File: config.mk
export PLATFORM = sky130hd
export DESIGN_NAME = room_occupancy_state_machine_unit
export DESIGN_NICKNAME = d
export VERILOG_FILES = /design/src/rtl/core/rosm_pkg.sv /design/src/rtl/core/rosm_cfg.sv /design/src/rtl/core/rosm_update.sv /design/src/rtl/core/room_occupancy_state_machine_unit.sv
export SDC_FILE = /design/constraint.sdc
export NUM_CORES = 1
export LEC_CHECK = 0
export ABC_CLOCK_PERIOD_IN_PS = 10550
export BUFFER_PORTS_ARGS = -buffer_cell sky130_fd_sc_hd__buf_4
export CORE_MARGIN = 10
export CORE_UTILIZATION = 44
export CTS_BUF_LIST = sky130_fd_sc_hd__clkbuf_4
export DETAILED_ROUTE_END_ITERATION = 10
export PLACE_DENSITY = 0.66
export SYNTH_ARGS = -nofsm -noshare
export SYNTH_HDL_FRONTEND = slang
export SYNTH_SLANG_ARGS = --single-unit
File: constraint.sdc
create_clock -name aclk -period 10.55 [get_ports aclk]
set_input_delay 2.11 -clock aclk [delete_from_list [all_inputs] [get_ports aclk]]
set_output_delay 2.11 -clock aclk [all_outputs]
set_load 0.05 [all_outputs]
File: src/rtl/core/rosm_pkg.sv
// Package with the types, constants and helpers of the room occupancy state machine.
`default_nettype none

package rosm_pkg;

    localparam int TIME_BITS     = 32;
    localparam int CMP_BITS      = (TIME_BITS > 24) ? TIME_BITS : 24;
    localparam int RANGE_BITS    = 12;
    localparam int STAMP_BITS    = 32;
    localparam int COUNT_BITS    = 8;
    localparam int OCC_BITS      = 32;
    localparam int CFG_IDX_BITS  = 8;
    localparam int CFG_DATA_BITS = 24;
    localparam int S_TDATA_BITS  = 48;
    localparam int M_TDATA_BITS  = 48;

    localparam logic [CFG_IDX_BITS-1:0] REG_MOVE_THRESH   = 8'd0;
    localparam logic [CFG_IDX_BITS-1:0] REG_STILL_AFTER   = 8'd1;
    localparam logic [CFG_IDX_BITS-1:0] REG_EMPTY_TIMEOUT = 8'd2;
    localparam logic [CFG_IDX_BITS-1:0] REG_SAMPLE_PERIOD = 8'd3;

    localparam logic [11:0] RST_MOVE_THRESH   = 12'd50;
    localparam logic [15:0] RST_STILL_AFTER   = 16'd5000;
    localparam logic [23:0] RST_EMPTY_TIMEOUT = 24'd60000;
    localparam logic [15:0] RST_SAMPLE_PERIOD = 16'd100;

    localparam logic [1:0] CODE_EMPTY    = 2'd0;
    localparam logic [1:0] CODE_OCCUPIED = 2'd1;
    localparam logic [1:0] CODE_MOTION   = 2'd2;
    localparam logic [1:0] CODE_STILL    = 2'd3;

    localparam logic [COUNT_BITS-1:0] COUNT_MAX = '1;
    localparam logic [OCC_BITS-1:0]   OCC_MAX   = '1;

    typedef enum logic [3:0] {
        MODE_EMPTY    = 4'b0001,
        MODE_OCCUPIED = 4'b0010,
        MODE_MOTION   = 4'b0100,
        MODE_STILL    = 4'b1000
    } mode_t;

    typedef logic [TIME_BITS-1:0] time_t;

    typedef struct packed {
        logic [11:0] move_thresh;
        logic [15:0] still_after_ms;
        logic [23:0] empty_timeout_ms;
        logic [15:0] sample_period_ms;
    } cfg_t;

    typedef struct packed {
        logic [STAMP_BITS-1:0] timestamp_ms;
        logic [RANGE_BITS-1:0] range_value;
        logic                  range_valid;
        logic                  presence;
    } item_t;

    typedef struct packed {
        logic                  relay_on;
        logic                  led_on;
        logic [OCC_BITS-1:0]   occupied_ms;
        logic [COUNT_BITS-1:0] people_count;
        logic                  mode_changed;
        logic [1:0]            room_mode;
    } result_t;

    function automatic logic [1:0] mode_code(input mode_t mode);
        logic [1:0] code;
        unique case (mode)
            MODE_EMPTY:    code = CODE_EMPTY;
            MODE_OCCUPIED: code = CODE_OCCUPIED;
            MODE_MOTION:   code = CODE_MOTION;
            MODE_STILL:    code = CODE_STILL;
            default:       code = CODE_EMPTY;
        endcase
        return code;
    endfunction

endpackage

`default_nettype wire

File: src/rtl/core/rosm_cfg.sv
// Configuration register file with its write channel.
`default_nettype none

module rosm_cfg
    import rosm_pkg::*;
(
    input  wire logic                     aclk,
    input  wire logic                     aresetn,
    input  wire logic                     cfg_valid,
    output logic                          cfg_ready,
    input  wire logic [CFG_IDX_BITS-1:0]  cfg_index,
    input  wire logic [CFG_DATA_BITS-1:0] cfg_data,
    output cfg_t                          cfg
);

    cfg_t cfg_reg;
    cfg_t cfg_next;

    assign cfg_ready = 1'b1;
    assign cfg      = cfg_reg;

    always_comb begin
        cfg_next = cfg_reg;
        if (cfg_valid) begin
            unique case (cfg_index)
                REG_MOVE_THRESH:   cfg_next.move_thresh      = cfg_data[11:0];
                REG_STILL_AFTER:   cfg_next.still_after_ms   = cfg_data[15:0];
                REG_EMPTY_TIMEOUT: cfg_next.empty_timeout_ms = cfg_data[23:0];
                REG_SAMPLE_PERIOD: cfg_next.sample_period_ms = cfg_data[15:0];
                default:           cfg_next = cfg_reg;
            endcase
        end
    end

    always_ff @(posedge aclk) begin
        if (!aresetn) begin
            cfg_reg.move_thresh      <= RST_MOVE_THRESH;
            cfg_reg.still_after_ms   <= RST_STILL_AFTER;
            cfg_reg.empty_timeout_ms <= RST_EMPTY_TIMEOUT;
            cfg_reg.sample_period_ms <= RST_SAMPLE_PERIOD;
        end else begin
            cfg_reg <= cfg_next;
        end
    end

endmodule

`default_nettype wire

File: src/rtl/core/rosm_update.sv
// Room state registers and the single-pass update that turns one reading into one result.
`default_nettype none

module rosm_update
    import rosm_pkg::*;
(
    input  wire logic  aclk,
    input  wire logic  aresetn,
    input  wire logic  step,
    input  wire item_t item,
    input  wire cfg_t  cfg,
    output result_t    result
);

    mode_t                 mode_reg, mode_next;
    logic [RANGE_BITS-1:0] prev_range_reg, prev_range_next;
    logic                  prev_ok_reg, prev_ok_next;
    time_t                 last_act_reg, last_act_next;
    time_t                 last_motion_reg, last_motion_next;
    logic [COUNT_BITS-1:0] count_reg, count_next;
    logic [OCC_BITS-1:0]   occ_reg, occ_next;
    logic                  relay_reg, relay_next;

    time_t                 now;
    logic [RANGE_BITS-1:0] diff;
    logic                  motion;
    time_t                 since_motion;
    time_t                 since_act;
    logic [OCC_BITS-1:0]   occ_base;
    logic [OCC_BITS:0]     occ_sum;
    logic                  changed;

    always_comb begin
        now  = TIME_BITS'(item.timestamp_ms);
        diff = (item.range_value > prev_range_reg) ? item.range_value - prev_range_reg
                                                    : prev_range_reg - item.range_value;
        motion = item.range_valid && (item.range_value != '0) && prev_ok_reg &&
                 (prev_range_reg != '0) && (diff > cfg.move_thresh);

        mode_next        = mode_reg;
        count_next       = count_reg;
        occ_next         = occ_reg;
        last_motion_next = motion ? now : last_motion_reg;
        last_act_next    = motion ? now : last_act_reg;
        prev_range_next  = item.range_valid ? item.range_value : '0;
        prev_ok_next     = item.range_valid;
        occ_base         = occ_reg;
        occ_sum          = '0;
        since_motion     = '0;
        since_act        = now - last_act_next;

        if (item.presence) begin
            last_act_next = now;
            if (mode_reg == MODE_EMPTY) begin
                mode_next        = MODE_OCCUPIED;
                occ_base         = '0;
                last_motion_next = now;
                if (count_reg != COUNT_MAX) begin
                    count_next = count_reg + 1'b1;
                end
            end
            since_motion = now - last_motion_next;
            if (motion) begin
                mode_next = MODE_MOTION;
            end else if (CMP_BITS'(since_motion) > CMP_BITS'(cfg.still_after_ms)) begin
                mode_next = MODE_STILL;
            end
            occ_sum  = {1'b0, occ_base} + (OCC_BITS + 1)'(cfg.sample_period_ms);
            occ_next = occ_sum[OCC_BITS] ? OCC_MAX : occ_sum[OCC_BITS-1:0];
        end else if ((CMP_BITS'(since_act) > CMP_BITS'(cfg.empty_timeout_ms)) &&
                     (mode_reg != MODE_EMPTY)) begin
            mode_next = MODE_EMPTY;
            occ_next  = '0;
            if (count_reg != '0) begin
                count_next = count_reg - 1'b1;
            end
        end

        changed    = (mode_next != mode_reg);
        relay_next = relay_reg;
        if (changed) begin
            if (mode_next == MODE_EMPTY) begin
                relay_next = 1'b0;
            end else if (mode_next != MODE_STILL) begin
                relay_next = 1'b1;
            end
        end

        result.room_mode    = mode_code(mode_next);
        result.mode_changed = changed;
        result.people_count = count_next;
        result.occupied_ms  = occ_next;
        result.led_on       = (mode_next != MODE_EMPTY);
        result.relay_on     = relay_next;
    end

    always_ff @(posedge aclk) begin
        if (!aresetn) begin
            mode_reg        <= MODE_EMPTY;
            prev_range_reg  <= '0;
            prev_ok_reg     <= 1'b0;
            last_act_reg    <= '0;
            last_motion_reg <= '0;
            count_reg       <= '0;
            occ_reg         <= '0;
            relay_reg       <= 1'b0;
        end else if (step) begin
            mode_reg        <= mode_next;
            prev_range_reg  <= prev_range_next;
            prev_ok_reg     <= prev_ok_next;
            last_act_reg    <= last_act_next;
            last_motion_reg <= last_motion_next;
            count_reg       <= count_next;
            occ_reg         <= occ_next;
            relay_reg       <= relay_next;
        end
    end

endmodule

`default_nettype wire

File: src/rtl/core/room_occupancy_state_machine_unit.sv
// Top level of the room occupancy state machine: stream channels, input and result registers.
//
// Each transaction on the s_ channel is one parsed presence-radar reading; each
// reading gives exactly one result transaction on the m_ channel carrying the
// room mode, the mode-change flag, the people count, the occupied time and the
// LED and relay levels. The cfg_ channel writes the four configuration
// registers by index; it is always ready and should be used while the block is
// idle. Indexes beyond the register list are ignored.
// A reading is captured in an input register, the room state is updated in one
// pass of compare and add logic, and the result is registered: a reading passes
// through the input register and then the result register before m_tvalid rises.
// One reading is taken every cycle as long as the result side keeps up; the rate
// is set by the state update loop. When m_tready is low the result register
// holds, the input register fills, and s_tready then drops until the result is
// taken. Reset clears the valid flags of both registers and the room state
// (empty, count and time zero, relay off) and restores the configuration
// defaults.
`default_nettype none

module room_occupancy_state_machine_unit
    import rosm_pkg::*;
(
    input  wire logic                     aclk,
    input  wire logic                     aresetn,
    input  wire logic                     s_tvalid,
    output logic                          s_tready,
    // presence, range_valid, range_value[11:0], timestamp_ms[31:0], zero fill
    input  wire logic [S_TDATA_BITS-1:0]  s_tdata,
    output logic                          m_tvalid,
    input  wire logic                     m_tready,
    // room_mode[1:0], mode_changed, people_count[7:0], occupied_ms[31:0],
    // led_on, relay_on, zero fill
    output logic [M_TDATA_BITS-1:0]       m_tdata,
    input  wire logic                     cfg_valid,
    output logic                          cfg_ready,
    input  wire logic [CFG_IDX_BITS-1:0]  cfg_index,
    input  wire logic [CFG_DATA_BITS-1:0] cfg_data
);

    logic    in_valid_reg;
    item_t   in_item_reg;
    logic    out_valid_reg;
    result_t out_result_reg;

    cfg_t    cfg;
    result_t result;
    logic    step;
    logic    take;

    rosm_cfg u_cfg (
        .aclk      (aclk),
        .aresetn   (aresetn),
        .cfg_valid (cfg_valid),
        .cfg_ready (cfg_ready),
        .cfg_index (cfg_index),
        .cfg_data  (cfg_data),
        .cfg       (cfg)
    );

    rosm_update u_update (
        .aclk    (aclk),
        .aresetn (aresetn),
        .step    (step),
        .item    (in_item_reg),
        .cfg     (cfg),
        .result  (result)
    );

    assign step     = in_valid_reg && (!out_valid_reg || m_tready);
    assign s_tready = !in_valid_reg || step;
    assign take     = s_tvalid && s_tready;
    assign m_tvalid = out_valid_reg;
    assign m_tdata  = M_TDATA_BITS'(out_result_reg);

    always_ff @(posedge aclk) begin
        if (!aresetn) begin
            in_valid_reg  <= 1'b0;
            out_valid_reg <= 1'b0;
        end else begin
            if (s_tready) begin
                in_valid_reg <= s_tvalid;
            end
            if (step) begin
                out_valid_reg <= 1'b1;
            end else if (m_tready) begin
                out_valid_reg <= 1'b0;
            end
        end
    end

    always_ff @(posedge aclk) begin
        if (take) begin
            in_item_reg <= s_tdata[$bits(item_t)-1:0];
        end
        if (step) begin
            out_result_reg <= result;
        end
    end

endmodule

`default_nettype wire

### After elaboration in Yosys (flattened, before gate mapping)

Index checks and enable logic that the tools add are counted.
Widths: inputs -> output; s select.

* add/sub/neg operators: 7
* $lt $le $gt $ge: 4
* equality and inequality tests: 13
* mux-type cells: 29
* reduce and logical (&&, ||, !) cells: 20

Operators by type and width (number)
* $mux 32: 11
* $sub 32x32->32: 2
* $mux 8: 5
* $add 32x16->33: 1
* $gt 32x16->1: 1
* $gt 32x24->1: 1
* $gt 12x12->1: 2
* $mux 12: 2
* $reduce_bool 12->1: 2
* $sub 12x12->12: 2
* $mux 4: 5
* $eq 8x2->1 const B: 2
* $add 8x1->8 const B: 1
* $eq 4x1->1 const B: 2
* $eq 8x1->1 const B: 1
* $logic_not 8->1: 1
* $ne 4x1->1 const B: 2
* $ne 8x8->1 const B: 1
* $reduce_and 2->1: 4
* $reduce_bool 8->1: 1
* $sub 8x1->8 const B: 1
* $logic_and 1x1->1: 7
* $pmux 2 s3: 1
* $mux 1: 5
* other kinds (8): 10

* bits in registers: 283
* input port bits: 85

### Depth between registers and ports, before layout

* word-level depth: 17
* gate-level depth with buffers: 48
* gate-level depth less buffers: 46

### Cells and area by module

From an unflattened synthesis, not the netlist that was laid out.

* cells, all modules: 2313
* area, all modules: 19817.8 um^2

By module, submodules not included
* rosm_update: times used 1, cells an instance 1940, area each 14209.9 um^2
* room_occupancy_state_machine_unit: times used 1, cells an instance 104, area each 2862.7 um^2
* rosm_cfg: times used 1, cells an instance 269, area each 2745.1 um^2

### Worst setup path before layout

No wires, ideal clock.

* path kind: reg-to-reg
* from: register in_item_reg[2] (netlist bit)
* to: register out_result_reg (netlist bit m_tdata[5]), data pin
* setup time: 0.267 ns
* arrival: 9.439 ns
* required time: 10.283 ns
* slack: 0.843 ns
* cell stages (with the launch flop): 45
* buffers on the path: 4
* period minus slack after synthesis: 9.707 ns
* path through: edfxtp_1 -> inv_1 -> ha_1 -> inv_1 -> fa_1 -> a21o_1 -> a21o_1 -> a21o_1 -> a21o_1 -> a21o_1 -> a21oi_1 -> o21ai_0 -> a21oi_1 -> clkbuf_1 -> a31oi_1 -> xor2_1 -> ha_1 -> and4_1 -> (+9 left out) -> a211o_1 -> a21o_1 -> a21o_1 -> a221oi_1 -> xnor2_1 -> ha_1 -> a21oi_1 -> a31oi_1 -> a211o_1 -> a311oi_1 -> o21ai_0 -> nand3b_1 -> nor4b_2 -> a211oi_1 -> and2_0 -> clkbuf_1 -> a22oi_1 -> mux2i_1

RTL lines
* from (decl): line room_occupancy_state_machine_unit.sv:41 `item_t in_item_reg;`
* from (signal assigned): line room_occupancy_state_machine_unit.sv:93 `in_item_reg <= s_tdata[$bits(item_t)-1:0];`
* to (signal assigned): line room_occupancy_state_machine_unit.sv:96 `out_result_reg <= result;`
* to (decl): line room_occupancy_state_machine_unit.sv:43 `result_t out_result_reg;`

==> metrics.md <==
| Metric | Value |
|---|---|
| Clock Sinks | `283` |
| Most frequent cell after synthesis | `nand2_1` |
| FF+latch count, synth | `about 280` |
| Number of global-route vias before repair | `16600` |
| Worst EP required | `11.21 ns` |
| Crit path launch type | `flip-flop` |
| Pre-CTS setup slack | `0.128 ns` |
| CP Capture Type | `flip-flop` |
| # nets final | `2683` |
| Top cell type's share of synthesized area | `0.202` |
| Share of post-route cells with drive strength above 1 | `0.153` |
| Worst Tran Pin Value | `1.22 ns` |
| Power density cells | `142 nW/um^2` |
| TritonCTS clock tree | `done` |
| Status | `finished clean` |
| Max reg flops | `68` |
| Synth top area cells | `dfxtp_1 20%, edfxtp_1 14%, ha_1 10%, nand2_1 6.5%, a21oi_1 6.5%` |
| Vias post-DR | `17300` |
| Final Util | `0.511` |
| Drt first pass iters | `6` |
| CP arrival | `10.75 ns` |
| Slew margin rel. | `0.180` |
| Period utilization | `0.956` |
| 1st-iter DRT viols | `1215` |
| Top-Level Pins | `136` |
| Root buffer cell | `clkbuf_4` |
| GPL Wtd Cong | `0.940` |
| DP Area | `20700 sq um` |
| Global-route usage over all layers | `0.198` |
| Hold Vio Cnt, Final | `0` |
| Synth Cell Area | `19000 sq um` |
| CP peak stage delay | `0.43 ns` |
| Core area | `approximately 43000 sq um` |
| CTS Buf Count | `between 70 and 80` |
| Final ANT Viol Nets | `0` |
| Sink of the worst hold path | `u_update.last_act_reg[20]` |
| Leak pwr | `8.97 nW` |
| Power Total | `3.11 mW` |
| R2r startpoint | `in_item_reg[2]` |
| Max-cap violations | `0` |
| Top cells by count, synth | `329 x nand2_1, 246 x a21oi_1, 192 x dfxtp_1` |
| Critical path origin | `in_item_reg[2]` |
| Worst reg-to-reg path cell count | `47` |
| CTS Hold Bufs | `0` |
| First-pass GRT wire length | `85600 um` |
| Sequential share of the synthesized area | `0.345` |
| Post-Syn Instances | `approximately 2300` |
| Hold Path Depth | `2` |
| Internal reg-to-reg setup slack | `0.46 ns` |
| Antenna violations before repair | `2` |
| Routed len/inst | `17.5 um` |
| Die width | `~230 um` |
| # rows | `76` |
| Distinct cell type count after synthesis | `93` |
| Yosys warns | `0` |
| Largest net degree at the start of global routing | `97` |
| Ys flop type | `dfxtp_1` |
| Initial core utilization | `0.443` |
| Ys async rst share | `0` |
| Final WS setup | `0.459 ns` |
| CTS Buffer Depth | `3` |
| H-tree depth | `3` |
| Achievable Freq | `99.1 MHz` |
| Worst vdd ir | `0.102 mV` |
| CP Max Fanout | `23` |
| Die area | `52000 sq um` |
| DR vias/cell | `5.61` |
| Clock Skew | `0.0774 ns` |
| Min-delay src | `u_update.last_act_reg[20]` |
| FF-to-FF End | `m_tdata[27]` |
| Slowest-stage cell, CP | `edfxtp_1` |
| CP Class | `flip-flop to flip-flop` |
| Clk_lat worst skew | `0.81 ns` |
| Area leader, netlist | `dfxtp_1` |
| Final Max Slew Viols | `0` |
| PortBufs | `129` |
| Die Ht | `228 um` |
| Design Area, Final | `22000 sq um` |
| Final setup viols | `0` |
| Post-layout min period | `10.09 ns` |
| Layout area overhead | `15.3%` |
| Syn Area/Cell | `between 8 and 9 sq um` |
| Fin Hold WS | `between 0.4 and 0.5 ns` |
| Crit path top cell by count | `a21o_1` |
| WL final | `54100 um` |
| DRC violations left | `0` |
| Gr ovfl total | `0` |
| Hold crit path type | `flip-flop to flip-flop` |
| Number of synthesized flops with an enable pin | `91` |
| CTS clock-pin slew for the worst setup and hold paths | `0.07 ns` |
| Dpl hpwl | `39600 um` |
## power breakdown
| group | total (mW) | switching, mW | internal [mW] | leakage (nW) |
|---|---|---|---|---|
| Combinational | 0.816 | 0.495 | 0.321 | 5.90 |
| Clock | 1.10 | 0.491 | 0.605 | 0.648 |
| Sequential | 1.20 | 0.0363 | 1.17 | 2.43 |
## worst max-delay path: cells and delay by family, from the launching register on
| family | cells | cell delay [ns] |
|---|---|---|
| xor gates and xnor gates | 2 | 0.39 |
| buffers and inverters | 9 | 1.55 |
| adders and majority gates | 5 | 1.48 |
| and+or+nand+nor | 4 | 0.92 |
| DFF | 1 | 0.43 |
| muxes | 1 | 0.15 |
| AOI/OAI and AO/OA | 26 | 4.99 |
## metrics by stage
stage / TNS (ns) / std cells
after floorplan: 0 / 2287
after global placement: 0 / 2936
after detailed placement: 0 / 2936
after CTS: 0 / 3082
after global routing: -0.0898 / 3088
final: 0 / 3088
## routing by layer
metal  share of wire  routed length [um]  GRT usage  vias to the layer above
li1                -                   -          -                     8615
met1            0.46               24900      0.259                     8129
met2            0.46               25000      0.322                      516
met3           0.056                3040     0.0346                       76
met4           0.021                1150     0.0744                        0
met5               0                   0          0                        -
## worst max-delay path by stage
stage,slack (ns),depth (start not counted),endpoint
floorplan,0.84,44,m_tdata[5]
global placement,0.18,48,m_tdata[44]
detailed placement,0.13,46,m_tdata[44]
CTS,0.02,47,m_tdata[44]
global route,-0.04,46,u_update.occ_reg[14]
finish,0.46,47,m_tdata[27]
## final cells by class
| class | count | area (sq um) |
|---|---|---|
| Timing Repair Buffer | 187 | 1410 |
| Inverter | 121 | 458 |
| Clock buffer | 116 | 871 |
| Tap cell | 585 | 732 |
| Antenna cell | 2 | 5.00 |
| Fill cell | 4166 | 21000 |
| Sequential cell | 283 | 6580 |
| Clock inverter | 30 | 230 |
| Multi-Input combinational cell | 1764 | 11700 |
## cells by family after synthesis
family                     share of synthesized area
DFF                                            0.345
muxes                                         0.0608
adders and majority gates                      0.108
AOI/OAI and AO/OA                              0.224
and+or+nand+nor                                0.178
other                                       0.000394
buffers and inverters                         0.0489
xor gates and xnor gates                      0.0340
## what timing repair did
action	in CTS	in global routing
resized for setup	0	26
setup endpoints to repair	0	90
endpoints found under the hold margin	0	0
buffers inserted	0	4
## cells in the final DEF (no fill, tap or decap), types with 32 or more instances in the layout
cell and instances:
a21o_1 55, a21oi_1 238, buf_4 186, clkbuf_4 116, dfxtp_1 192, edfxtp_1 91, ha_1 156, inv_1 118
mux2i_1 110, nand2_1 329, nand3_1 59, nor2_1 148, nor3_1 37, o211ai_1 32, o21a_1 35, o21ai_0 107
xnor2_1 42
Note: power is estimated with default switching activity, not from simulation.
